[src/rtl/rtc_datetime_to_epoch_core_macros.svh]
// assertion helpers shared by the rtc date core
`ifndef RTC_DATETIME_TO_EPOCH_CORE_MACROS_SVH
`define RTC_DATETIME_TO_EPOCH_CORE_MACROS_SVH

// same-cycle implication, off while reset is held
`define RDTE_ASSERT_NOW(lbl, clk, rst_n, ante, cons, msg) \
    lbl: assert property (@(posedge clk) disable iff (!(rst_n)) (ante) |-> (cons)) \
        else $error(msg);

// next-cycle implication, off while reset is held
`define RDTE_ASSERT_NEXT(lbl, clk, rst_n, ante, cons, msg) \
    lbl: assert property (@(posedge clk) disable iff (!(rst_n)) (ante) |=> (cons)) \
        else $error(msg);

`endif

[src/rtl/rdte_pkg.sv]
package rdte_pkg;

    // configuration register indexes
    localparam logic [1:0] CFG_BINARY_MODE     = 2'd0;
    localparam logic [1:0] CFG_HOUR_24         = 2'd1;
    localparam logic [1:0] CFG_CENTURY_PRESENT = 2'd2;

    localparam logic [7:0]  YEAR_PIVOT      = 8'd90;
    localparam logic [14:0] BASE_2000       = 15'd2000;
    localparam logic [14:0] BASE_1900       = 15'd1900;
    localparam logic [14:0] EPOCH_YEAR      = 15'd1970;
    localparam logic [14:0] LEAP4_ORIGIN    = 15'd1969;
    localparam logic [14:0] LEAP100_ORIGIN  = 15'd1901;
    localparam logic [14:0] LEAP400_ORIGIN  = 15'd1601;
    localparam logic [7:0]  NOON            = 8'd12;
    localparam logic [7:0]  MONTHS_PER_YEAR = 8'd12;
    // floor(x / 100) = (x * 20972) >> 21, exact for x below 2^15
    localparam logic [14:0] DIV100_MUL      = 15'd20972;

    typedef struct packed {
        logic binary_mode;
        logic hour_24;
        logic century_present;
    } t_cfg;

    typedef struct packed {
        logic [7:0]  second;
        logic [7:0]  minute;
        logic [7:0]  hour;
        logic [7:0]  day;
        logic [7:0]  month;
        logic [14:0] year;
    } t_fields;

    typedef struct packed {
        t_fields     f;
        logic [8:0]  year_div100;
        logic [12:0] leap_div4;
        logic [8:0]  leap_div100;
        logic [6:0]  leap_div400;
        logic [19:0] day_secs;
        logic        range_err;
    } t_s2;

    typedef struct packed {
        t_fields     f;
        logic        leap;
        logic        range_err;
        logic [19:0] day_secs;
        logic [24:0] days;
    } t_s3;

    typedef struct packed {
        t_fields     f;
        logic        leap;
        logic        range_err;
        logic [37:0] epoch;
    } t_res;

    function automatic logic [7:0] byte_value(input logic [7:0] b, input logic bin);
        logic [7:0] dec;
        dec = {4'd0, b[7:4]} * 8'd10 + {4'd0, b[3:0]};
        return bin ? b : dec;
    endfunction

    function automatic logic [8:0] div100(input logic [14:0] x);
        logic [29:0] p;
        p = x * DIV100_MUL;
        return p[29:21];
    endfunction

    // days before the first of the month, zero for months that mean nothing
    function automatic logic [8:0] days_before(input logic [7:0] month, input logic leap);
        logic [8:0] d;
        case (month)
            8'd1:    d = 9'd0;
            8'd2:    d = 9'd31;
            8'd3:    d = 9'd59;
            8'd4:    d = 9'd90;
            8'd5:    d = 9'd120;
            8'd6:    d = 9'd151;
            8'd7:    d = 9'd181;
            8'd8:    d = 9'd212;
            8'd9:    d = 9'd243;
            8'd10:   d = 9'd273;
            8'd11:   d = 9'd304;
            8'd12:   d = 9'd334;
            default: d = 9'd0;
        endcase
        if (leap && (month >= 8'd3) && (month <= MONTHS_PER_YEAR)) begin
            d = d + 9'd1;
        end
        return d;
    endfunction

endpackage

[src/rtl/rdte_decode_stage.sv]
module rdte_decode_stage (
    input  logic                  i_clk,
    input  logic                  i_rst_n,
    input  rdte_pkg::t_cfg        i_cfg,
    input  logic                  i_valid,
    output logic                  o_ready,
    input  logic [7:0]            i_raw_second,
    input  logic [7:0]            i_raw_minute,
    input  logic [7:0]            i_raw_hour,
    input  logic [7:0]            i_raw_day,
    input  logic [7:0]            i_raw_month,
    input  logic [7:0]            i_raw_year,
    input  logic [7:0]            i_raw_century,
    output logic                  o_valid,
    input  logic                  i_ready,
    output rdte_pkg::t_fields     o_data
);

    logic              r_valid;
    rdte_pkg::t_fields r_data;
    rdte_pkg::t_fields n_data;
    logic [7:0]        hour_12;
    logic [7:0]        yr;
    logic [7:0]        cen;
    logic [15:0]       cen_year;

    always_comb begin
        n_data.second = rdte_pkg::byte_value(i_raw_second, i_cfg.binary_mode);
        n_data.minute = rdte_pkg::byte_value(i_raw_minute, i_cfg.binary_mode);
        n_data.day    = rdte_pkg::byte_value(i_raw_day, i_cfg.binary_mode);
        n_data.month  = rdte_pkg::byte_value(i_raw_month, i_cfg.binary_mode);

        // pm flag stripped before decode, 12 am/pm folded to 0 then pm adds 12
        hour_12 = rdte_pkg::byte_value({1'b0, i_raw_hour[6:0]}, i_cfg.binary_mode);
        if (hour_12 == rdte_pkg::NOON) begin
            hour_12 = 8'd0;
        end
        if (i_raw_hour[7]) begin
            hour_12 = hour_12 + rdte_pkg::NOON;
        end
        n_data.hour = i_cfg.hour_24 ? rdte_pkg::byte_value(i_raw_hour, i_cfg.binary_mode)
                                    : hour_12;

        yr       = rdte_pkg::byte_value(i_raw_year, i_cfg.binary_mode);
        cen      = rdte_pkg::byte_value(i_raw_century, i_cfg.binary_mode);
        cen_year = {8'd0, cen} * 16'd100 + {8'd0, yr};
        if (i_cfg.century_present) begin
            n_data.year = cen_year[14:0];
        end else if (yr < rdte_pkg::YEAR_PIVOT) begin
            n_data.year = rdte_pkg::BASE_2000 + {7'd0, yr};
        end else begin
            n_data.year = rdte_pkg::BASE_1900 + {7'd0, yr};
        end
    end

    assign o_ready = !r_valid || i_ready;

    always_ff @(posedge i_clk) begin
        if (!i_rst_n) begin
            r_valid <= 1'b0;
        end else if (o_ready) begin
            r_valid <= i_valid;
        end
        if (o_ready && i_valid) begin
            r_data <= n_data;
        end
    end

    assign o_valid = r_valid;
    assign o_data  = r_data;

endmodule

[src/rtl/rdte_year_stage.sv]
module rdte_year_stage (
    input  logic              i_clk,
    input  logic              i_rst_n,
    input  logic              i_valid,
    output logic              o_ready,
    input  rdte_pkg::t_fields i_data,
    output logic              o_valid,
    input  logic              i_ready,
    output rdte_pkg::t_s2     o_data
);

    logic          r_valid;
    rdte_pkg::t_s2 r_data;
    rdte_pkg::t_s2 n_data;
    logic [14:0]   y4;
    logic [14:0]   y100;
    logic [14:0]   y400;
    logic [8:0]    q400;

    always_comb begin
        // leap day counts since 1970, offsets keep the floors non-negative
        y4   = i_data.year - rdte_pkg::LEAP4_ORIGIN;
        y100 = i_data.year - rdte_pkg::LEAP100_ORIGIN;
        y400 = i_data.year - rdte_pkg::LEAP400_ORIGIN;
        q400 = rdte_pkg::div100({2'b00, y400[14:2]});

        n_data.f           = i_data;
        n_data.year_div100 = rdte_pkg::div100(i_data.year);
        n_data.leap_div4   = y4[14:2];
        n_data.leap_div100 = rdte_pkg::div100(y100);
        n_data.leap_div400 = q400[6:0];
        n_data.day_secs    = {12'd0, i_data.hour} * 20'd3600
                           + {12'd0, i_data.minute} * 20'd60
                           + {12'd0, i_data.second};
        n_data.range_err   = (i_data.month == 8'd0)
                          || (i_data.month > rdte_pkg::MONTHS_PER_YEAR)
                          || (i_data.year < rdte_pkg::EPOCH_YEAR);
    end

    assign o_ready = !r_valid || i_ready;

    always_ff @(posedge i_clk) begin
        if (!i_rst_n) begin
            r_valid <= 1'b0;
        end else if (o_ready) begin
            r_valid <= i_valid;
        end
        if (o_ready && i_valid) begin
            r_data <= n_data;
        end
    end

    assign o_valid = r_valid;
    assign o_data  = r_data;

endmodule

[src/rtl/rdte_days_stage.sv]
module rdte_days_stage (
    input  logic          i_clk,
    input  logic          i_rst_n,
    input  logic          i_valid,
    output logic          o_ready,
    input  rdte_pkg::t_s2 i_data,
    output logic          o_valid,
    input  logic          i_ready,
    output rdte_pkg::t_s3 o_data
);

    logic          r_valid;
    rdte_pkg::t_s3 r_data;
    rdte_pkg::t_s3 n_data;
    logic [14:0]   rem100;
    logic [14:0]   years;
    logic          leap;
    logic [8:0]    dbm;

    always_comb begin
        rem100 = i_data.f.year - {6'd0, i_data.year_div100} * 15'd100;
        leap   = ((i_data.f.year[1:0] == 2'd0) && (rem100 != 15'd0))
              || ((rem100 == 15'd0) && (i_data.year_div100[1:0] == 2'd0));
        dbm    = rdte_pkg::days_before(i_data.f.month, leap);
        years  = i_data.f.year - rdte_pkg::EPOCH_YEAR;

        n_data.f         = i_data.f;
        n_data.leap      = leap;
        n_data.range_err = i_data.range_err;
        n_data.day_secs  = i_data.day_secs;
        // day 0 of january 1970 gives -1, kept as two's complement
        n_data.days      = {10'd0, years} * 25'd365
                         + {12'd0, i_data.leap_div4}
                         - {16'd0, i_data.leap_div100}
                         + {18'd0, i_data.leap_div400}
                         + {16'd0, dbm}
                         + {17'd0, i_data.f.day}
                         - 25'd1;
    end

    assign o_ready = !r_valid || i_ready;

    always_ff @(posedge i_clk) begin
        if (!i_rst_n) begin
            r_valid <= 1'b0;
        end else if (o_ready) begin
            r_valid <= i_valid;
        end
        if (o_ready && i_valid) begin
            r_data <= n_data;
        end
    end

    assign o_valid = r_valid;
    assign o_data  = r_data;

endmodule

[src/rtl/rdte_epoch_stage.sv]
module rdte_epoch_stage (
    input  logic           i_clk,
    input  logic           i_rst_n,
    input  logic           i_valid,
    output logic           o_ready,
    input  rdte_pkg::t_s3  i_data,
    output logic           o_valid,
    input  logic           i_ready,
    output rdte_pkg::t_res o_data
);

    logic           r_valid;
    rdte_pkg::t_res r_data;
    rdte_pkg::t_res n_data;
    logic signed [42:0] day_prod;

    always_comb begin
        day_prod = $signed(i_data.days) * $signed(18'sd86400);

        n_data.f         = i_data.f;
        n_data.leap      = i_data.leap;
        n_data.range_err = i_data.range_err;
        n_data.epoch     = i_data.range_err ? 38'd0
                         : day_prod[37:0] + {18'd0, i_data.day_secs};
    end

    assign o_ready = !r_valid || i_ready;

    always_ff @(posedge i_clk) begin
        if (!i_rst_n) begin
            r_valid <= 1'b0;
        end else if (o_ready) begin
            r_valid <= i_valid;
        end
        if (o_ready && i_valid) begin
            r_data <= n_data;
        end
    end

    assign o_valid = r_valid;
    assign o_data  = r_data;

endmodule

[src/rtl/rtc_datetime_to_epoch_core.sv]
// channel   direction  handshake                 payload
// input     in         i_valid / o_ready         i_raw_second .. i_raw_century, 8 bits each
// result    out        o_valid / i_ready         decoded fields, year, leap, epoch, error
// config    in         i_cfg_valid / o_cfg_ready i_cfg_index (2 bits), i_cfg_data (1 bit)
//
// four register stages: decode, year math, day count, epoch multiply
// one transfer per cycle sustained while i_ready stays high, the result registered in each stage in turn
// each stage holds its own valid bit and moves when the next one has room,
// so a stall at the output backs up stage by stage and bubbles are squeezed out
// synchronous active-low reset clears valid bits and loads the config defaults
// config is always ready; indexes beyond the register list are dropped
`include "rtc_datetime_to_epoch_core_macros.svh"

module rtc_datetime_to_epoch_core (
    input  logic        i_clk,
    input  logic        i_rst_n,

    // config write channel
    input  logic        i_cfg_valid,
    output logic        o_cfg_ready,
    input  logic [1:0]  i_cfg_index,
    input  logic        i_cfg_data,

    // input transfer
    input  logic        i_valid,
    output logic        o_ready,
    input  logic [7:0]  i_raw_second,
    input  logic [7:0]  i_raw_minute,
    input  logic [7:0]  i_raw_hour,
    input  logic [7:0]  i_raw_day,
    input  logic [7:0]  i_raw_month,
    input  logic [7:0]  i_raw_year,
    input  logic [7:0]  i_raw_century,

    // result transfer
    output logic        o_valid,
    input  logic        i_ready,
    output logic [7:0]  o_second_out,
    output logic [7:0]  o_minute_out,
    output logic [7:0]  o_hour_out,
    output logic [7:0]  o_day_out,
    output logic [7:0]  o_month_out,
    output logic [14:0] o_full_year,
    output logic        o_leap_year,
    output logic [37:0] o_epoch_seconds,
    output logic        o_range_error
);

    // config registers
    rdte_pkg::t_cfg r_cfg;

    // stage handshakes
    logic              w_s1_valid;
    logic              w_s1_ready;
    rdte_pkg::t_fields w_s1_data;
    logic              w_s2_valid;
    logic              w_s2_ready;
    rdte_pkg::t_s2     w_s2_data;
    logic              w_s3_valid;
    logic              w_s3_ready;
    rdte_pkg::t_s3     w_s3_data;
    rdte_pkg::t_res    w_res;

    assign o_cfg_ready = 1'b1;

    always_ff @(posedge i_clk) begin
        if (!i_rst_n) begin
            r_cfg.binary_mode     <= 1'b0;
            r_cfg.hour_24         <= 1'b1;
            r_cfg.century_present <= 1'b0;
        end else if (i_cfg_valid && o_cfg_ready) begin
            case (i_cfg_index)
                rdte_pkg::CFG_BINARY_MODE:     r_cfg.binary_mode     <= i_cfg_data;
                rdte_pkg::CFG_HOUR_24:         r_cfg.hour_24         <= i_cfg_data;
                rdte_pkg::CFG_CENTURY_PRESENT: r_cfg.century_present <= i_cfg_data;
                default: begin
                    // unused index, write dropped
                end
            endcase
        end
    end

    // stage 1: bcd or binary decode, 12h to 24h, full year
    rdte_decode_stage u_decode (
        .i_clk         (i_clk),
        .i_rst_n       (i_rst_n),
        .i_cfg         (r_cfg),
        .i_valid       (i_valid),
        .o_ready       (o_ready),
        .i_raw_second  (i_raw_second),
        .i_raw_minute  (i_raw_minute),
        .i_raw_hour    (i_raw_hour),
        .i_raw_day     (i_raw_day),
        .i_raw_month   (i_raw_month),
        .i_raw_year    (i_raw_year),
        .i_raw_century (i_raw_century),
        .o_valid       (w_s1_valid),
        .i_ready       (w_s1_ready),
        .o_data        (w_s1_data)
    );

    // stage 2: divide-by-100 reciprocals, leap day terms, seconds of day, range check
    rdte_year_stage u_year (
        .i_clk   (i_clk),
        .i_rst_n (i_rst_n),
        .i_valid (w_s1_valid),
        .o_ready (w_s1_ready),
        .i_data  (w_s1_data),
        .o_valid (w_s2_valid),
        .i_ready (w_s2_ready),
        .o_data  (w_s2_data)
    );

    // stage 3: leap flag, day of year, days since the epoch
    rdte_days_stage u_days (
        .i_clk   (i_clk),
        .i_rst_n (i_rst_n),
        .i_valid (w_s2_valid),
        .o_ready (w_s2_ready),
        .i_data  (w_s2_data),
        .o_valid (w_s3_valid),
        .i_ready (w_s3_ready),
        .o_data  (w_s3_data)
    );

    // stage 4: days times 86400 plus seconds of day (zero on a range error), output register
    rdte_epoch_stage u_epoch (
        .i_clk   (i_clk),
        .i_rst_n (i_rst_n),
        .i_valid (w_s3_valid),
        .o_ready (w_s3_ready),
        .i_data  (w_s3_data),
        .o_valid (o_valid),
        .i_ready (i_ready),
        .o_data  (w_res)
    );

    assign o_second_out    = w_res.f.second;
    assign o_minute_out    = w_res.f.minute;
    assign o_hour_out      = w_res.f.hour;
    assign o_day_out       = w_res.f.day;
    assign o_month_out     = w_res.f.month;
    assign o_full_year     = w_res.f.year;
    assign o_leap_year     = w_res.leap;
    assign o_epoch_seconds = w_res.epoch;
    assign o_range_error   = w_res.range_err;

    // an accepted transfer always lands in the first stage
    `RDTE_ASSERT_NEXT(a_accept_lands, i_clk, i_rst_n, i_valid && o_ready, w_s1_valid, "accepted transfer lost at stage 1")

    // an out-of-range date never carries a timestamp
    `RDTE_ASSERT_NOW(a_err_zero_epoch, i_clk, i_rst_n, o_valid && o_range_error, o_epoch_seconds == 38'd0, "epoch nonzero with range error")

    // no error flag means month and year were in range
    `RDTE_ASSERT_NOW(a_err_consistent, i_clk, i_rst_n, o_valid && !o_range_error, (o_month_out != 8'd0) && (o_month_out <= 8'd12) && (o_full_year >= 15'd1970), "range error flag missed")

    // a leap year is always a multiple of four
    `RDTE_ASSERT_NOW(a_leap_div4, i_clk, i_rst_n, o_valid && o_leap_year, o_full_year[1:0] == 2'd0, "leap flag on year not divisible by four")

endmodule

[config.mk]
export PLATFORM = sky130hd
export DESIGN_NAME = rtc_datetime_to_epoch_core
export DESIGN_NICKNAME = d
export VERILOG_FILES = /design/src/rtl/rdte_pkg.sv /design/src/rtl/rdte_decode_stage.sv /design/src/rtl/rdte_year_stage.sv /design/src/rtl/rdte_days_stage.sv /design/src/rtl/rdte_epoch_stage.sv /design/src/rtl/rtc_datetime_to_epoch_core.sv
export VERILOG_INCLUDE_DIRS = /design/src /design/src/rtl
export SDC_FILE = /design/constraint.sdc
export NUM_CORES = 2
export LEC_CHECK = 0
export ABC_AREA = 1
export BUFFER_PORTS_ARGS = -buffer_cell sky130_fd_sc_hd__clkbuf_2
export CAP_MARGIN = 20
export CORE_AREA = 4 4 222 310
export CTS_CLUSTER_SIZE = 30
export DETAILED_ROUTE_END_ITERATION = 10
export DIE_AREA = 0 0 226 314
export PLACE_DENSITY = 0.82
export SYNTH_ARGS = -nofsm -noshare
export SYNTH_HDL_FRONTEND = slang
export SYNTH_SLANG_ARGS = --single-unit
export TNS_END_PERCENT = 100
[constraint.sdc]
create_clock -name i_clk -period 9.6 [get_ports i_clk]
set_input_delay 1.92 -clock i_clk [delete_from_list [all_inputs] [get_ports i_clk]]
set_output_delay 1.92 -clock i_clk [all_outputs]
set_load 0.01 [all_outputs]
==> flow_metrics.env <==
export IMPL_synth_warnings=0
export IMPL_worst_setup_path_start_kind="flip-flop"
export IMPL_fin_nets=5920
export IMPL_area_growth_pct=7.357
export IMPL_drt_pass1_iter_count=7
export IMPL_grt_total_usage=0.2771
export IMPL_yosys_cell_types_count=57
export IMPL_arrival_ns=9.39
export IMPL_cts_inserted_buffers=37
export IMPL_cap_violations=0
export IMPL_relSlewSlack=0.3420
export IMPL_layout_min_cycle_time_ns=9.070
export IMPL_hold_violations=0
export IMPL_synth_area_top_cells="edfxtp_1 26%, ha_1 23%, fa_1 19%, inv_1 9.4%, nand2_1 6.0%"
export IMPL_drc=0
export IMPL_wl_per_cell_um=17.22
export IMPL_fmaxAchievable_mhz=110.3
export IMPL_drtIter0Drc=1780
export IMPL_initial_utilization=0.6467
export IMPL_critPathSlowestCell="fa_1"
export IMPL_ios=162
export IMPL_min_path_type="flip-flop to flip-flop"
export IMPL_end_kind="flip-flop"
export IMPL_synth_top_flop_cell="edfxtp_1"
export IMPL_overflow=0
export IMPL_seq_area_um2=11190
export IMPL_yosysTopAreaCell="edfxtp_1"
export IMPL_syn_area_um2=42480
export IMPL_die_area_um2=70960
export IMPL_finalMaxSlewViolations=0
export IMPL_path_class="flip-flop to flip-flop"
export IMPL_critical_path_max_fanout=17
export IMPL_outcome="completed"
export IMPL_fin_skew_ns=0.02647
export IMPL_grt_max_degree=71
export IMPL_grt_pass1_wl_um=158400
export IMPL_worstMarginPinSlew_ns=0.9766
export IMPL_fin_area_um2=45610
export IMPL_die_h_um=314
export IMPL_core_um2=65690
export IMPL_synth_edf_count=362
export IMPL_synthesis_nets=5735
export IMPL_clockBufferDepth=3
export IMPL_cts_sinks=378
export IMPL_die_w_um=226
export IMPL_fillers=4794
export IMPL_cpMostUsedCell="ha_1"
export IMPL_rows=111
export IMPL_dp_hpwl_um=80200
export IMPL_yosysTopAreaCellShare=0.2559
export IMPL_clk_latency_ns=0.58
export IMPL_fin_hold_ws_ns=0.4157
export IMPL_place_gp_congestion=0.9753
export IMPL_grt_setup_unrepaired="no"
export IMPL_async_reset_ff_frac=0
export IMPL_htreeDepth=2
export IMPL_cts_tree="built"
export IMPL_synth_seq_cells=378
export IMPL_antenna_found_initial=5
export IMPL_netlist_instances=4502
export IMPL_cts_clk_slew_worst_paths_ns=0.07
export IMPL_cts_hold_buf=0
export IMPL_crit_family="adder cells"
export IMPL_syn_avg_cell_area_um2=9.437
export IMPL_root_buffer="clkbuf_16"
export IMPL_setup_viol=0
export IMPL_drive_above_1_share=0.06595
export IMPL_multi_input_comb_area_um2=27180
export IMPL_io_buffers=160
export IMPL_critPathMaxStageDelay_ns=0.49
export IMPL_cp_required_ns=9.92
export IMPL_critPathBufInv=4
export IMPL_setup_tns_final_ns=0
export IMPL_grt_pass1_vias=32870
export IMPL_fin_crit_sh=0.9448
export IMPL_placed_area_um2=44310
export IMPL_postRouteAntennaNets=0
export IMPL_vias=30770
export IMPL_yosysSeqAreaShare=0.2634
export IMPL_detail_route_vias_per_cell=5.526
export IMPL_wirelength_um=95890
-- metrics by stage --
step	cells	setup slack [ns]	utilization
after floorplan	4502	1.454	-
after global placement	5494	0.6545	0.6746
after detailed placement	5494	0.5021	0.6746
after CTS	5562	0.4525	0.6937
after global routing	5567	0.06883	0.6943
final	5567	0.5303	0.6943
-- final timing paths --
path | from | to | slack (ns) | cells after the start
worst min register to register | u_days.o_data[56] | u_epoch.o_data[49] | 0.42 | 0
worst min-delay path | u_days.o_data[56] | u_epoch.o_data[49] | 0.42 | 0
worst max register to register | u_year.o_data[53] | u_days.o_data[21] | 0.53 | 42
worst max-delay path | u_year.o_data[53] | u_days.o_data[21] | 0.53 | 42
-- layout make-up --
class	count	area share
clock inverters	26	0.006419
repair buffers	167	0.01915
clock buffers	42	0.02118
flip-flops and latches	378	0.2454
well taps	847	0.02324
diodes	4	0.0002195
multi-input cells	3029	0.5959
inverters	1074	0.08850
-- state kept, by name, indices dropped and copies added, names as in the netlist, named ones only --
register,count
r_cfg,3
u_days.o_data,100
u_days.o_valid,1
u_decode.o_data,55
u_decode.o_valid,1
u_epoch.o_data,95
u_epoch.o_valid,1
u_year.o_data,112
u_year.o_valid,1
-- cell usage after synthesis (16+ instances only) --
master       n
nand2_2     25
o21ai_0    150
a21oi_1    223
nor2_1     210
xor2_1     149
xnor2_1     49
fa_1       403
edfxtp_1   362
nor3_1      27
nand2_1    676
nand4_1     37
ha_1       766
nand3_1    128
inv_1     1064
dfxtp_1     16
-- cells by family after synthesis --
logic type,Yosys count,share of synthesized area
adder cells (fa/ha/maj),1169,0.4155
AND/OR/NAND/NOR,1175,0.1194
flip-flops,378,0.2634
buffers and inverters,1095,0.09719
other,1,0.00008827
AO/OA/AOI/OAI,486,0.06361
XOR/XNOR,198,0.04082
-- layout by cell type, fill, tap and decap left out, drive strengths merged, types with 2 or more instances in the layout --
master,instances
o2111ai,4
o221ai,5
fa,403
nor4,9
bufinv,3
o21a,15
a211o,4
inv,1077
or2,14
buf,7
a21oi,223
o31ai,3
dfxtp,16
edfxtp,362
o311ai,2
clkinvlp,4
clkbuf,202
ha,766
xnor2,49
nand3b,10
diode,4
nor2,223
a21o,14
o211ai,7
nand2,702
nand3,138
o21ai,161
a211oi,9
a31oi,14
o21bai,14
and2,7
xor2,149
a21boi,6
o22ai,2
nor3,32
nand4,37
clkinv,16
-- metal layers --
metal,wire [µm],vias up,share of wire,GRT usage
li1,-,14820,-,-
met5,0,-,0,0
met3,3681,299,0.038,0.02854
met1,34830,14810,0.36,0.3007
met2,51870,843,0.54,0.5282
met4,5500,0,0.057,0.1404
-- timing repair --
item                       CTS  global route
gates resized for setup      0             1
setup buffers                0             0
setup endpoints to repair    0             1
Power is not shown: default switching activity piles up to over one toggle a cycle in this logic, so the estimate is an artifact.
